[src/fsme_pkg.sv]
package fsme_pkg;

  localparam int FRAC_BITS = 15;
  localparam int MEMB_W    = 16;
  localparam int CORNER_W  = 16;
  localparam int FUNC_W    = 3;

  typedef logic [MEMB_W-1:0]          memb_t;
  typedef logic signed [CORNER_W-1:0] corner_t;
  typedef logic [FUNC_W-1:0]          func_t;

  localparam memb_t ONE_VAL = MEMB_W'(1) << FRAC_BITS;

  localparam func_t OP_PUSH = 3'd0;
  localparam func_t OP_AND  = 3'd1;
  localparam func_t OP_OR   = 3'd2;
  localparam func_t OP_LDA  = 3'd3;
  localparam func_t OP_TRAP = 3'd4;
  localparam func_t OP_NOT  = 3'd5;
  localparam func_t OP_IF   = 3'd6;

endpackage

[src/fsme_channels.sv]
interface fsme_in_if;
  logic             valid;
  logic             ready;
  fsme_pkg::func_t   func;
  fsme_pkg::corner_t sample;
  fsme_pkg::corner_t corner_a;
  fsme_pkg::corner_t corner_b;
  fsme_pkg::corner_t corner_c;
  fsme_pkg::corner_t corner_d;
  fsme_pkg::memb_t   immediate;
  logic             last;

  modport source (
    output valid, func, sample, corner_a, corner_b, corner_c, corner_d, immediate, last,
    input  ready
  );
  modport sink (
    input  valid, func, sample, corner_a, corner_b, corner_c, corner_d, immediate, last,
    output ready
  );
endinterface

interface fsme_out_if;
  logic            valid;
  logic            ready;
  fsme_pkg::memb_t membership;
  logic            stack_error;

  modport source (output valid, membership, stack_error, input ready);
  modport sink   (input valid, membership, stack_error, output ready);
endinterface

[src/fsme_ram.sv]
module fsme_ram #(
  parameter int WIDTH = 16,
  parameter int DEPTH = 16
) (
  input  logic                     clk,
  input  logic                     we,
  input  logic [$clog2(DEPTH)-1:0] waddr,
  input  logic [WIDTH-1:0]         wdata,
  input  logic                     re,
  input  logic [$clog2(DEPTH)-1:0] raddr,
  output logic [WIDTH-1:0]         rdata
);

  logic [WIDTH-1:0] mem [DEPTH];

  always_ff @(posedge clk) begin
    if (we) begin
      mem[waddr] <= wdata;
    end
    if (re) begin
      rdata <= mem[raddr];
    end
  end

endmodule

[src/fsme_div.sv]
module fsme_div (
  input  logic        clk,
  input  logic        rst,
  input  logic        start,
  input  logic [15:0] num,
  input  logic [15:0] den,
  output logic        done,
  output logic [fsme_pkg::FRAC_BITS-1:0] quot
);
  import fsme_pkg::*;

  localparam int QW = FRAC_BITS;
  localparam int CW = $clog2(QW);

  logic [15:0]   rem;
  logic [15:0]   den_r;
  logic [CW-1:0] cnt;
  logic          busy;
  logic [16:0]   rem2;
  logic          qbit;
  logic [16:0]   rem2_sub;

  // one quotient bit per cycle; num < den so the remainder stays below den
  always_comb begin
    rem2     = {rem, 1'b0};
    qbit     = (rem2 >= {1'b0, den_r});
    rem2_sub = qbit ? (rem2 - {1'b0, den_r}) : rem2;
  end

  always_ff @(posedge clk) begin
    if (rst) begin
      busy <= 1'b0;
      done <= 1'b0;
    end else begin
      done <= 1'b0;
      if (start) begin
        busy <= 1'b1;
      end else if (busy && cnt == CW'(QW-1)) begin
        busy <= 1'b0;
        done <= 1'b1;
      end
    end
  end

  always_ff @(posedge clk) begin
    if (start) begin
      rem   <= num;
      den_r <= den;
      cnt   <= '0;
    end else if (busy) begin
      rem  <= rem2_sub[15:0];
      quot <= {quot[QW-2:0], qbit};
      cnt  <= cnt + CW'(1);
    end
  end

endmodule

[src/fsme_trap.sv]
module fsme_trap (
  input  logic              clk,
  input  logic              rst,
  input  logic              start,
  input  fsme_pkg::corner_t sample,
  input  fsme_pkg::corner_t corner_a,
  input  fsme_pkg::corner_t corner_b,
  input  fsme_pkg::corner_t corner_c,
  input  fsme_pkg::corner_t corner_d,
  output logic              done,
  output fsme_pkg::memb_t   result
);
  import fsme_pkg::*;

  localparam logic [1:0] EDGE_ZERO = 2'd0;
  localparam logic [1:0] EDGE_ONE  = 2'd1;
  localparam logic [1:0] EDGE_DIV  = 2'd2;

  typedef struct packed {
    logic [1:0]  code;
    logic [15:0] num;
    logic [15:0] den;
  } edge_prep_t;

  function automatic edge_prep_t prep_edge(input logic signed [16:0] num,
                                           input logic signed [16:0] den);
    edge_prep_t         p;
    logic signed [16:0] nn;
    logic signed [16:0] dd;
    nn     = (den < 0) ? -num : num;
    dd     = (den < 0) ? -den : den;
    p.num  = nn[15:0];
    p.den  = dd[15:0];
    if (den == 0) begin
      p.code = (num >= 0) ? EDGE_ONE : EDGE_ZERO;
    end else if (nn <= 0) begin
      p.code = EDGE_ZERO;
    end else if (nn >= dd) begin
      p.code = EDGE_ONE;
    end else begin
      p.code = EDGE_DIV;
    end
    return p;
  endfunction

  function automatic memb_t pick(input logic [1:0] code, input logic [FRAC_BITS-1:0] q);
    memb_t r;
    case (code)
      EDGE_ONE: r = ONE_VAL;
      EDGE_DIV: r = MEMB_W'(q);
      default:  r = '0;
    endcase
    return r;
  endfunction

  edge_prep_t           rise;
  edge_prep_t           fall;
  logic [1:0]           rise_code;
  logic [1:0]           fall_code;
  logic                 rise_done;
  logic                 fall_done;
  logic [FRAC_BITS-1:0] rise_q;
  logic [FRAC_BITS-1:0] fall_q;
  memb_t                r1;
  memb_t                r2;

  always_comb begin
    rise = prep_edge(17'(sample) - 17'(corner_a), 17'(corner_b) - 17'(corner_a));
    fall = prep_edge(17'(corner_d) - 17'(sample), 17'(corner_d) - 17'(corner_c));
    r1   = pick(rise_code, rise_q);
    r2   = pick(fall_code, fall_q);
  end

  always_ff @(posedge clk) begin
    if (start) begin
      rise_code <= rise.code;
      fall_code <= fall.code;
    end
  end

  fsme_div u_rise_div (
    .clk   (clk),
    .rst   (rst),
    .start (start),
    .num   (rise.num),
    .den   (rise.den),
    .done  (rise_done),
    .quot  (rise_q)
  );

  fsme_div u_fall_div (
    .clk   (clk),
    .rst   (rst),
    .start (start),
    .num   (fall.num),
    .den   (fall.den),
    .done  (fall_done),
    .quot  (fall_q)
  );

  always_ff @(posedge clk) begin
    if (rst) begin
      done <= 1'b0;
    end else begin
      done <= rise_done & fall_done;
    end
  end

  always_ff @(posedge clk) begin
    if (rise_done & fall_done) begin
      result <= (r1 < r2) ? r1 : r2;
    end
  end

endmodule

[src/fuzzy_stack_machine_evaluator_top.sv]
// Fuzzy stack-machine evaluator.
// instr carries one instruction word per handshake (opcode, sample, four
// trapezoid corners, Q1.15 immediate, last flag); result carries one word per
// row: the final accumulator and a sticky stack error flag.
// Instructions are taken one at a time. PUSH, AND, OR, LDA, NOT and IF pass
// from acceptance through the execute step to the next ready: the stack
// memory read issued at acceptance returns in the execute step, where the
// update is written back. TRAPMF waits in the trap step for the two
// bit-serial dividers that run in parallel, one quotient bit per cycle over
// FRAC_BITS bits. A result word appears on result in the cycle after the
// last instruction of a row finishes and is held there until taken;
// instructions keep being accepted meanwhile. If another row ends while that
// word still waits, the block holds in its execute step until the word is taken.
// Reset clears the accumulator, stack pointer, error flag and the result
// valid flag; stack memory contents are left as they are and only entries
// written by a push are ever read.
module fuzzy_stack_machine_evaluator_top #(
  parameter int STACK_DEPTH = 16
) (
  input  logic       clk,
  input  logic       rst,
  fsme_in_if.sink    instr,
  fsme_out_if.source result
);
  import fsme_pkg::*;

  localparam int AW  = $clog2(STACK_DEPTH);
  localparam int SPW = $clog2(STACK_DEPTH + 1);

  localparam logic [1:0] S_IDLE = 2'd0;
  localparam logic [1:0] S_TRAP = 2'd1;
  localparam logic [1:0] S_EXEC = 2'd2;

  logic [1:0]     state;
  logic [1:0]     state_next;
  memb_t          acc;
  memb_t          acc_next;
  logic [SPW-1:0] sp;
  logic [SPW-1:0] sp_next;
  logic [SPW-1:0] sp_m1;
  logic           err;
  logic           err_next;

  func_t          func_r;
  memb_t          imm_r;
  logic           last_r;

  logic           accept;
  logic           trap_start;
  logic           trap_done;
  memb_t          trap_result;

  logic           ram_we;
  memb_t          ram_rdata;
  memb_t          pop_val;
  logic           pop_ok;
  logic           do_pop;
  logic           commit;

  logic           out_valid;
  memb_t          out_memb;
  logic           out_err;

  assign instr.ready = (state == S_IDLE);
  assign accept      = instr.valid & instr.ready;
  assign trap_start  = accept & (instr.func == OP_TRAP);
  assign sp_m1       = sp - SPW'(1);
  assign pop_ok      = (sp != '0);
  assign pop_val     = pop_ok ? ram_rdata : '0;

  // hold a closing instruction while the previous row's word still waits
  assign commit = (state == S_EXEC) & (~last_r | ~out_valid | result.ready);

  fsme_ram #(
    .WIDTH (MEMB_W),
    .DEPTH (STACK_DEPTH)
  ) u_stack (
    .clk   (clk),
    .we    (ram_we),
    .waddr (sp[AW-1:0]),
    .wdata (acc),
    .re    (accept),
    .raddr (sp_m1[AW-1:0]),
    .rdata (ram_rdata)
  );

  fsme_trap u_trap (
    .clk      (clk),
    .rst      (rst),
    .start    (trap_start),
    .sample   (instr.sample),
    .corner_a (instr.corner_a),
    .corner_b (instr.corner_b),
    .corner_c (instr.corner_c),
    .corner_d (instr.corner_d),
    .done     (trap_done),
    .result   (trap_result)
  );

  always_ff @(posedge clk) begin
    if (accept) begin
      func_r <= instr.func;
      imm_r  <= (instr.immediate > ONE_VAL) ? ONE_VAL : instr.immediate;
      last_r <= instr.last;
    end
  end

  always_comb begin
    acc_next = acc;
    sp_next  = sp;
    err_next = err;
    ram_we   = 1'b0;
    do_pop   = 1'b0;
    case (func_r)
      OP_PUSH: begin
        if (sp < SPW'(STACK_DEPTH)) begin
          ram_we  = commit;
          sp_next = sp + SPW'(1);
        end else begin
          err_next = 1'b1;
        end
      end
      OP_AND: begin
        do_pop = 1'b1;
        if (pop_val > acc) begin
          acc_next = pop_val;
        end
      end
      OP_OR: begin
        do_pop = 1'b1;
        if (pop_val < acc) begin
          acc_next = pop_val;
        end
      end
      OP_LDA:  acc_next = imm_r;
      OP_TRAP: acc_next = trap_result;
      OP_NOT:  acc_next = (acc <= ONE_VAL) ? (ONE_VAL - acc) : '0;
      OP_IF: begin
        if (acc > imm_r) begin
          do_pop   = 1'b1;
          acc_next = pop_val;
        end
      end
      default: ;
    endcase
    if (do_pop) begin
      if (pop_ok) begin
        sp_next = sp_m1;
      end else begin
        err_next = 1'b1;
      end
    end
  end

  always_comb begin
    state_next = state;
    case (state)
      S_IDLE: begin
        if (accept) begin
          state_next = (instr.func == OP_TRAP) ? S_TRAP : S_EXEC;
        end
      end
      S_TRAP: begin
        if (trap_done) begin
          state_next = S_EXEC;
        end
      end
      S_EXEC: begin
        if (commit) begin
          state_next = S_IDLE;
        end
      end
      default: state_next = S_IDLE;
    endcase
  end

  always_ff @(posedge clk) begin
    if (rst) begin
      state     <= S_IDLE;
      acc       <= '0;
      sp        <= '0;
      err       <= 1'b0;
      out_valid <= 1'b0;
    end else begin
      state <= state_next;
      if (result.ready) begin
        out_valid <= 1'b0;
      end
      if (commit) begin
        if (last_r) begin
          // emit the row and clear for the next one
          out_valid <= 1'b1;
          acc       <= '0;
          sp        <= '0;
          err       <= 1'b0;
        end else begin
          acc <= acc_next;
          sp  <= sp_next;
          err <= err_next;
        end
      end
    end
  end

  always_ff @(posedge clk) begin
    if (commit && last_r) begin
      out_memb <= acc_next;
      out_err  <= err_next;
    end
  end

  assign result.valid       = out_valid;
  assign result.membership  = out_memb;
  assign result.stack_error = out_err;

endmodule

[src/flat_wrapper.sv]
// flat-port wrapper written by rule: the top's interface ports become plain ports
module fuzzy_stack_machine_evaluator_top_flat import fsme_pkg::*;
#(
  parameter int STACK_DEPTH = 16
)
  (clk, rst, instr_valid, instr_func, instr_sample, instr_corner_a, instr_corner_b, instr_corner_c, instr_corner_d, instr_immediate, instr_last, instr_ready, result_valid, result_membership, result_stack_error, result_ready);
  fsme_in_if instr_i ();
  fsme_out_if result_i ();
  input  logic clk;
  input  logic rst;
  input wire logic [$bits(instr_i.valid)-1:0] instr_valid;
  input wire logic [$bits(instr_i.func)-1:0] instr_func;
  input wire logic [$bits(instr_i.sample)-1:0] instr_sample;
  input wire logic [$bits(instr_i.corner_a)-1:0] instr_corner_a;
  input wire logic [$bits(instr_i.corner_b)-1:0] instr_corner_b;
  input wire logic [$bits(instr_i.corner_c)-1:0] instr_corner_c;
  input wire logic [$bits(instr_i.corner_d)-1:0] instr_corner_d;
  input wire logic [$bits(instr_i.immediate)-1:0] instr_immediate;
  input wire logic [$bits(instr_i.last)-1:0] instr_last;
  output wire logic [$bits(instr_i.ready)-1:0] instr_ready;
  output wire logic [$bits(result_i.valid)-1:0] result_valid;
  output wire logic [$bits(result_i.membership)-1:0] result_membership;
  output wire logic [$bits(result_i.stack_error)-1:0] result_stack_error;
  input wire logic [$bits(result_i.ready)-1:0] result_ready;
  assign instr_i.valid = instr_valid;
  assign instr_i.func = instr_func;
  assign instr_i.sample = instr_sample;
  assign instr_i.corner_a = instr_corner_a;
  assign instr_i.corner_b = instr_corner_b;
  assign instr_i.corner_c = instr_corner_c;
  assign instr_i.corner_d = instr_corner_d;
  assign instr_i.immediate = instr_immediate;
  assign instr_i.last = instr_last;
  assign instr_ready = instr_i.ready;
  assign result_valid = result_i.valid;
  assign result_membership = result_i.membership;
  assign result_stack_error = result_i.stack_error;
  assign result_i.ready = result_ready;
  fuzzy_stack_machine_evaluator_top #(.STACK_DEPTH(STACK_DEPTH)) u_core (.clk(clk), .rst(rst), .instr(instr_i), .result(result_i));
endmodule
[config.mk]
export PLATFORM = sky130hd
export DESIGN_NAME = fuzzy_stack_machine_evaluator_top_flat
export DESIGN_NICKNAME = d
export VERILOG_FILES = /design/src/fsme_pkg.sv /design/src/fsme_channels.sv /design/src/fsme_ram.sv /design/src/fsme_div.sv /design/src/fsme_trap.sv /design/src/fuzzy_stack_machine_evaluator_top.sv /design/src/flat_wrapper.sv
export SDC_FILE = /design/constraint.sdc
export NUM_CORES = 1
export LEC_CHECK = 0
export BUFFER_PORTS_ARGS = -buffer_cell sky130_fd_sc_hd__buf_4
export CORE_ASPECT_RATIO = 0.6
export CORE_MARGIN = 1.5
export CORE_UTILIZATION = 50
export CTS_BUF_LIST = sky130_fd_sc_hd__clkbuf_8
export CTS_CLUSTER_DIAMETER = 120
export DETAILED_ROUTE_END_ITERATION = 10
export GPL_TIMING_DRIVEN = 1
export PLACE_DENSITY_LB_ADDON = 0.3
export SYNTH_ARGS = -nofsm -noshare
export SYNTH_HDL_FRONTEND = slang
export SYNTH_HIERARCHICAL = 1
export SYNTH_SLANG_ARGS = --single-unit
[constraint.sdc]
create_clock -name clk -period 8.9 [get_ports clk]
set_input_delay 0.445 -clock clk [delete_from_list [all_inputs] [get_ports clk]]
set_output_delay 0.445 -clock clk [all_outputs]
set_load 0.01 [all_outputs]
# Yosys cells after proc, flatten, opt, wreduce, memory -nomap -nowiden
# Memory sizes are Yosys's and may differ from the RTL's. A register that Yosys moved wholly into a read port is not among the register bits.
# Index checks and enable logic that the tools add are counted.
totals:
  elab_cells: 161
  out_inout_bits: 19
  memories: 1
  reg_bits: 189
  mem_bits_rw: 256
mem_list:
  columns: ["name", "words", "word_bits", "rd", "rd_ports_with_merged_regs", "write_ports", "line_no", "rtl"]
  rows:
  - ["u_core.u_stack.mem", 16, 16, 1, 1, 1, "fsme_ram.sv:14", "logic [WIDTH-1:0] mem [DEPTH];"]
op_classes:
  eq_ne: 18
  order_cmp: 17
  muxes: 58
  add_sub_neg: 15
  n_reduce_logical: 17
  n_bitwise: 9
op_table:
  columns: ["cell", "n"]
  rows:
  - ["16-bit two-way mux", 13]
  - ["16-bit one-hot mux with 6 select lines", 1]
  - ["17-bit two-way mux", 4]
  - ["17-bit negation", 4]
  - ["16-bit by 16-bit subtractor with 17-bit output", 4]
  - ["32-bit logical NOT", 2]
  - ["16-bit one-hot mux with 2 select lines", 2]
  - ["17-bit by 1-bit >= comparator with 1-bit output, second input constant", 2]
  - ["17-bit by 16-bit >= comparator with 1-bit output", 2]
  - ["17-bit >= comparator", 2]
  - ["17-bit by 1-bit <= comparator with 1-bit output, second input constant", 2]
  - ["17-bit by 1-bit < comparator with 1-bit output, second input constant", 2]
  - ["16-bit greater-than comparator", 2]
  - ["16-bit < comparator", 2]
  - ["16-bit subtractor", 2]
  - ["5-bit two-way mux", 5]
  - ["1-bit two-way mux", 21]
  - ["2-bit two-way mux", 10]
  - ["16-bit greater-than comparator, second input constant", 1]
  - ["16-bit <= comparator, second input constant", 1]
  - ["16-bit subtractor, first input constant", 1]
  - ["3-bit equality test, second input constant", 4]
  - ["4-bit by 1-bit adder with 4-bit output, second input constant", 2]
  - ["4-bit equality test, second input constant", 2]
  - ["22 further kinds", 41]

# Logic depth before layout (Yosys ltp)
logic_depth:
  word_depth: 8
  ltp_mapped: 24

# By module
# Netlist, hierarchy kept.
modules_own_cells:
  columns: ["mod", "cells_each", "instances", "area_per_inst_um2"]
  rows:
  - ["fsme_ram", 432, 1, 10203.5]
  - ["fsme_trap", 1105, 1, 8144.1]
  - ["fsme_div", 271, 2, 2956.6]
  - ["fuzzy_stack_machine_evaluator_top", 554, 1, 4575.6]

# Worst setup path after synthesis
# OpenSTA, ideal clock, no wires.
synth_timing:
  path_kind: "input -> register"
  from: "input instr_corner_b[0]"
  to: "register u_core.u_trap.rise_code[1], data pin"
  setup_time_ns: 0.149
  setup_slack_ns: 4.079
  arrival_ns: 4.671
  n_path_buf: 0
  stages: 21
  t_required_ns: 8.751
  path_cell_list: "inv_1 ha_1 fa_1 nor2b_1 o221ai_1 a21o_1 xnor2_1 or3_1 nor4_1 and3b_1 nor2_1 xnor2_1 inv_1 ha_1 a21o_1 a21oi_1 nand2_1 or3_1 a31o_2 a21bo_2 nor3b_2"
synth_lines:
  columns: ["item", "line_no", "rtl"]
  rows:
  - ["start, declared", "flat_wrapper.sv:15", "input wire logic [$bits(instr_i.corner_b)-1:0] instr_corner_b;"]
  - ["end signal, assigned", "fsme_trap.sv:76", "rise_code <= rise.code;"]
  - ["end, declared", "fsme_trap.sv:58", "logic [1:0] rise_code;"]

# Worst setup path after layout
layout_timing:
  from: "register u_core.sp[0]"
  to: "register u_core.acc[15]"
layout_via:
  elab_chain_cells: 6
  word_cells_on_any_way: 9
layout_lines:
  columns: ["item", "line_no", "rtl"]
  rows:
  - ["start, declared", "fuzzy_stack_machine_evaluator_top.sv:38", "logic [SPW-1:0] sp;"]
  - ["start signal, assigned", "fuzzy_stack_machine_evaluator_top.sv:198", "sp <= sp_next;"]
  - ["5-bit nonzero test *", "fuzzy_stack_machine_evaluator_top.sv:68", "assign pop_ok = (sp != '0);"]
  - ["16-bit two-way mux *", "fuzzy_stack_machine_evaluator_top.sv:69", "assign pop_val = pop_ok ? ram_rdata : '0;"]
  - ["16-bit < comparator or 16-bit greater-than comparator (tied branches)", "fuzzy_stack_machine_evaluator_top.sv:131, fuzzy_stack_machine_evaluator_top.sv:125", null]
  - ["16-bit two-way mux (on tied branches)", "fuzzy_stack_machine_evaluator_top.sv:131, fuzzy_stack_machine_evaluator_top.sv:125", null]
  - ["16-bit one-hot mux with 6 select lines *", "fuzzy_stack_machine_evaluator_top.sv:114", "case (func_r)"]
  - ["named net u_core.acc_next[15]", "fuzzy_stack_machine_evaluator_top.sv:37", "memb_t acc_next;"]
  - ["16-bit two-way mux *", "fuzzy_stack_machine_evaluator_top.sv:190", "if (last_r) begin"]
  - ["end signal, assigned", "fuzzy_stack_machine_evaluator_top.sv:197", "acc <= acc_next;"]
  - ["end, declared", "fuzzy_stack_machine_evaluator_top.sv:36", "memb_t acc;"]
# Mark *: on every way through the listed nets, which the timed path passes. The rest lies on a longest branch.
# A chain may end at the register's enable or synchronous reset.

==> impl_metrics.tcl <==
set metrics [dict create \
    cp.required_ps 9430 \
    hold_ws_ps 78.7 \
    cp.arrival_ps 5890 \
    cts-root-buf "clkbuf_8" \
    synth_cells 2633 \
    dp_hpwl_mm 58.5 \
    syn-num-nets 2932 \
    worstHoldStart "result_ready" \
    numCtsBuffers 70 \
    yosys.area.top_type "edfxtp_1" \
    multi_input_area_um2 14100 \
    synth_warnings 6 \
    fin_worst_skew_ps 39.3 \
    worstReg2RegStart "u_core/sp[0]" \
    post-cts-setup-buffers 0 \
    drive_gt1_frac 0.142 \
    nFillCells 4609 \
    die_h_um 189 \
    antenna_found_initial 1 \
    fmax_mhz 187 \
    ys_dominant_reg_cell "edfxtp_1" \
    critPathTopFamily "simple AND/OR/NAND/NOR gates" \
    hold_end "u_core/result.valid" \
    critPathLaunchType "register" \
    ant_nets 0 \
    cp_max_fo 18 \
    globalplace.congestion 1.03 \
    reg2reg_depth 14 \
    drc 0 \
    clk_latency_ps 660 \
    p_leak_nw 12.8 \
    ir_drop_uv 107 \
    die_w_um 313 \
    grt_overflow 0 \
    synth_top_area_frac 0.440 \
    initial_core_util 0.511 \
    area_growth_pct 10.9 \
    syn_area_um2 28800 \
    period_needed_ps 5360 \
    hold_viol_final 0 \
    critPathMaxStageDelay_ps 780 \
    cts_sinks 461 \
    tightest_slew_ps 1150 \
    clk_transition_reported_paths_ps 70 \
    vias 22300 \
    outcome "complete, no violations" \
    synth_edf_count 423 \
    max-clock-path-buffers 3 \
    power.density_nw_per_um2 178 \
    crit_slowest_cell "dfxtp_1" \
    hold_depth 3 \
    register_area_um2 13500 \
    utilization 0.567 \
    groute.usage.overall 0.267 \
    crit_type "reg2reg" \
    io_buffer_count 122 \
    r2r_slack_ps 3540 \
    crit_path_frequent_cell "nand2_1" \
    cp.buffers_inverters 2 \
    h-tree-depth 3 \
    grt_pass1_wl_mm 122 \
    synth_seq_cells 461 \
    wl_per_cell_um 22.3 \
    setup_viol 0 \
    cts_tree "built" \
    ys_async_sr_fraction 0 \
    netlist_top_cells_count "423 x edfxtp_1, 217 x inv_1, 214 x nand2_1, 200 x nor2_1, 189 x ha_1" \
    yosys.cell_types.count 114 \
    max_cap_violations 0 \
    min_path_type "in2reg" \
    grt_max_degree 57 \
    setup-tns-final_ps 0 \
    cp_cell_sequence "inv_4 > ha_1 > nand2_1 > nand2_1 > inv_1 > ha_1 > a21oi_1 > o21ai_0 > a221oi_1 > nand3_1 > mux2i_1 > nand2_1 > a221o_1 > a22o_1" \
    yosysMostFrequentCell "edfxtp_1" \
    relSlewSlack 0.230 \
    fin_crit_sh 0.602 \
    rsz0062_at_grt "no" \
    row_count 67 \
    avgSynthCellArea_um2 11.0 \
    drt-initial-drc-count 2823 \
    core_um2 56400 \
    grt_pass1_vias 20600 \
    io_pins 123 \
    ys_top_cells_by_area "edfxtp_1 44%, ha_1 8.2%, mux4_2 4.2%" \
    crit_path_end_kind "register" \
    die-area_um2 59200 \
    drt-total-wl_mm 80.0 \
    drt_first_pass_iters 8 \
    slew_viol_final 0 \
    viasPerCell 6.20 \
    nets 3075 \
    yosysSeqAreaShare 0.467 \
    reg2reg_to "u_core/acc[15]" \
]
## cells in the final DEF, fill, tap and decap left out, types with 24 or more instances in the layout
cell type,count
edfxtp_1,423
inv_1,241
nand2_1,214
nor2_1,199
ha_1,189
buf_4,166
a21oi_1,149
o21ai_0,99
xnor2_1,96
clkbuf_8,72
mux4_2,54
nor3_1,53
xor2_1,53
a21o_1,52
nand3_1,45
nor2b_1,41
a22oi_1,38
dfxtp_1,38
mux2i_1,37
nand4_1,34
o211ai_1,28
and3_1,27
o31ai_1,25
and2_1,24
## worst min-delay path, cell delays in order
cell and delay [ps]:
buf_4 70, nand2b_1 100, a21oi_1 60
## power by group
| group | leakage, nW | internal, W | switching (W) |
|---|---|---|---|
| logic | 7.79 | 0.000574 | 0.000946 |
| clock network | 0.784 | 0.000832 | 0.000861 |
| registers | 4.27 | 0.00244 | 0.0000365 |
| total | 12.8 | 0.00384 | 0.00184 |
## state kept, by name, indices dropped and copies added, names as in the netlist, 4 cells and up
name                            flops
u_core/acc                         16
u_core/imm_r                       16
u_core/result.membership           16
u_core/sp                           5
u_core/u_stack/mem                256
u_core/u_stack/rdata               16
u_core/u_trap/result               16
u_core/u_trap/u_fall_div/cnt        4
u_core/u_trap/u_fall_div/den_r     16
u_core/u_trap/u_fall_div/quot      15
u_core/u_trap/u_fall_div/rem       16
u_core/u_trap/u_rise_div/cnt        4
u_core/u_trap/u_rise_div/den_r     16
u_core/u_trap/u_rise_div/quot      15
u_core/u_trap/u_rise_div/rem       16
## metal layers
layer	up-vias	GRT usage	part of all wire	routed length, µm
li1	10200	-	-	-
met1	10800	0.429	0.48	38000
met2	1171	0.362	0.40	31800
met3	103	0.0643	0.11	9000
met4	0	0.0513	0.014	1120
met5	-	0	0	0
## final cells by class
class                   instances  area share
well taps                     759      0.0297
diodes                          2    0.000157
flip-flops and latches        461       0.421
repair buffers                170      0.0402
inverters                     222      0.0267
clock inverters                53      0.0108
multi-input cells            1851       0.440
clock buffers                  72      0.0310
## cells by family after synthesis
logic type      synth area share
mux                       0.0661
buf+inv                   0.0472
fa+ha+maj                 0.0862
simple gates               0.138
xor+xnor                  0.0468
flops                      0.467
compound gates             0.148
## worst max-delay path by stage
stage                      start                         end  slack, ps  depth (start not counted)
6_report            u_core/sp[0]              u_core/acc[15]       3540                         14
5_1_grt             u_core/sp[0]              u_core/acc[15]       3170                         14
4_1_cts             u_core/sp[0]              u_core/acc[15]       3620                         14
3_5_place_dp   instr_corner_a[0]  u_core/u_trap/rise_code[1]       3320                         21
3_3_place_gp   instr_corner_a[0]  u_core/u_trap/rise_code[1]       3520                         21
2_1_floorplan  instr_corner_b[0]  u_core/u_trap/rise_code[1]       4080                         21
## repair_timing
| item | in CTS | in global routing |
|---|---|---|
| gates resized for setup | 0 | 0 |
| hold buffers | 4 | 0 |
| hold endpoints to repair | 4 | 0 |
## through the flow
step / area, µm² / power (W) / setup slack (ps) / instances
CTS: 32000 / 0.00568 / 3620 / 3588
floorplan: 28800 / 0.00356 / 4080 / 2633
global route: 32000 / 0.00595 / 3170 / 3589
finish: 32000 / 0.00569 / 3540 / 3590
global placement: 30600 / 0.00392 / 3520 / 3459
detailed placement: 30600 / 0.00398 / 3320 / 3459
(Power assumes the default switching activity.)
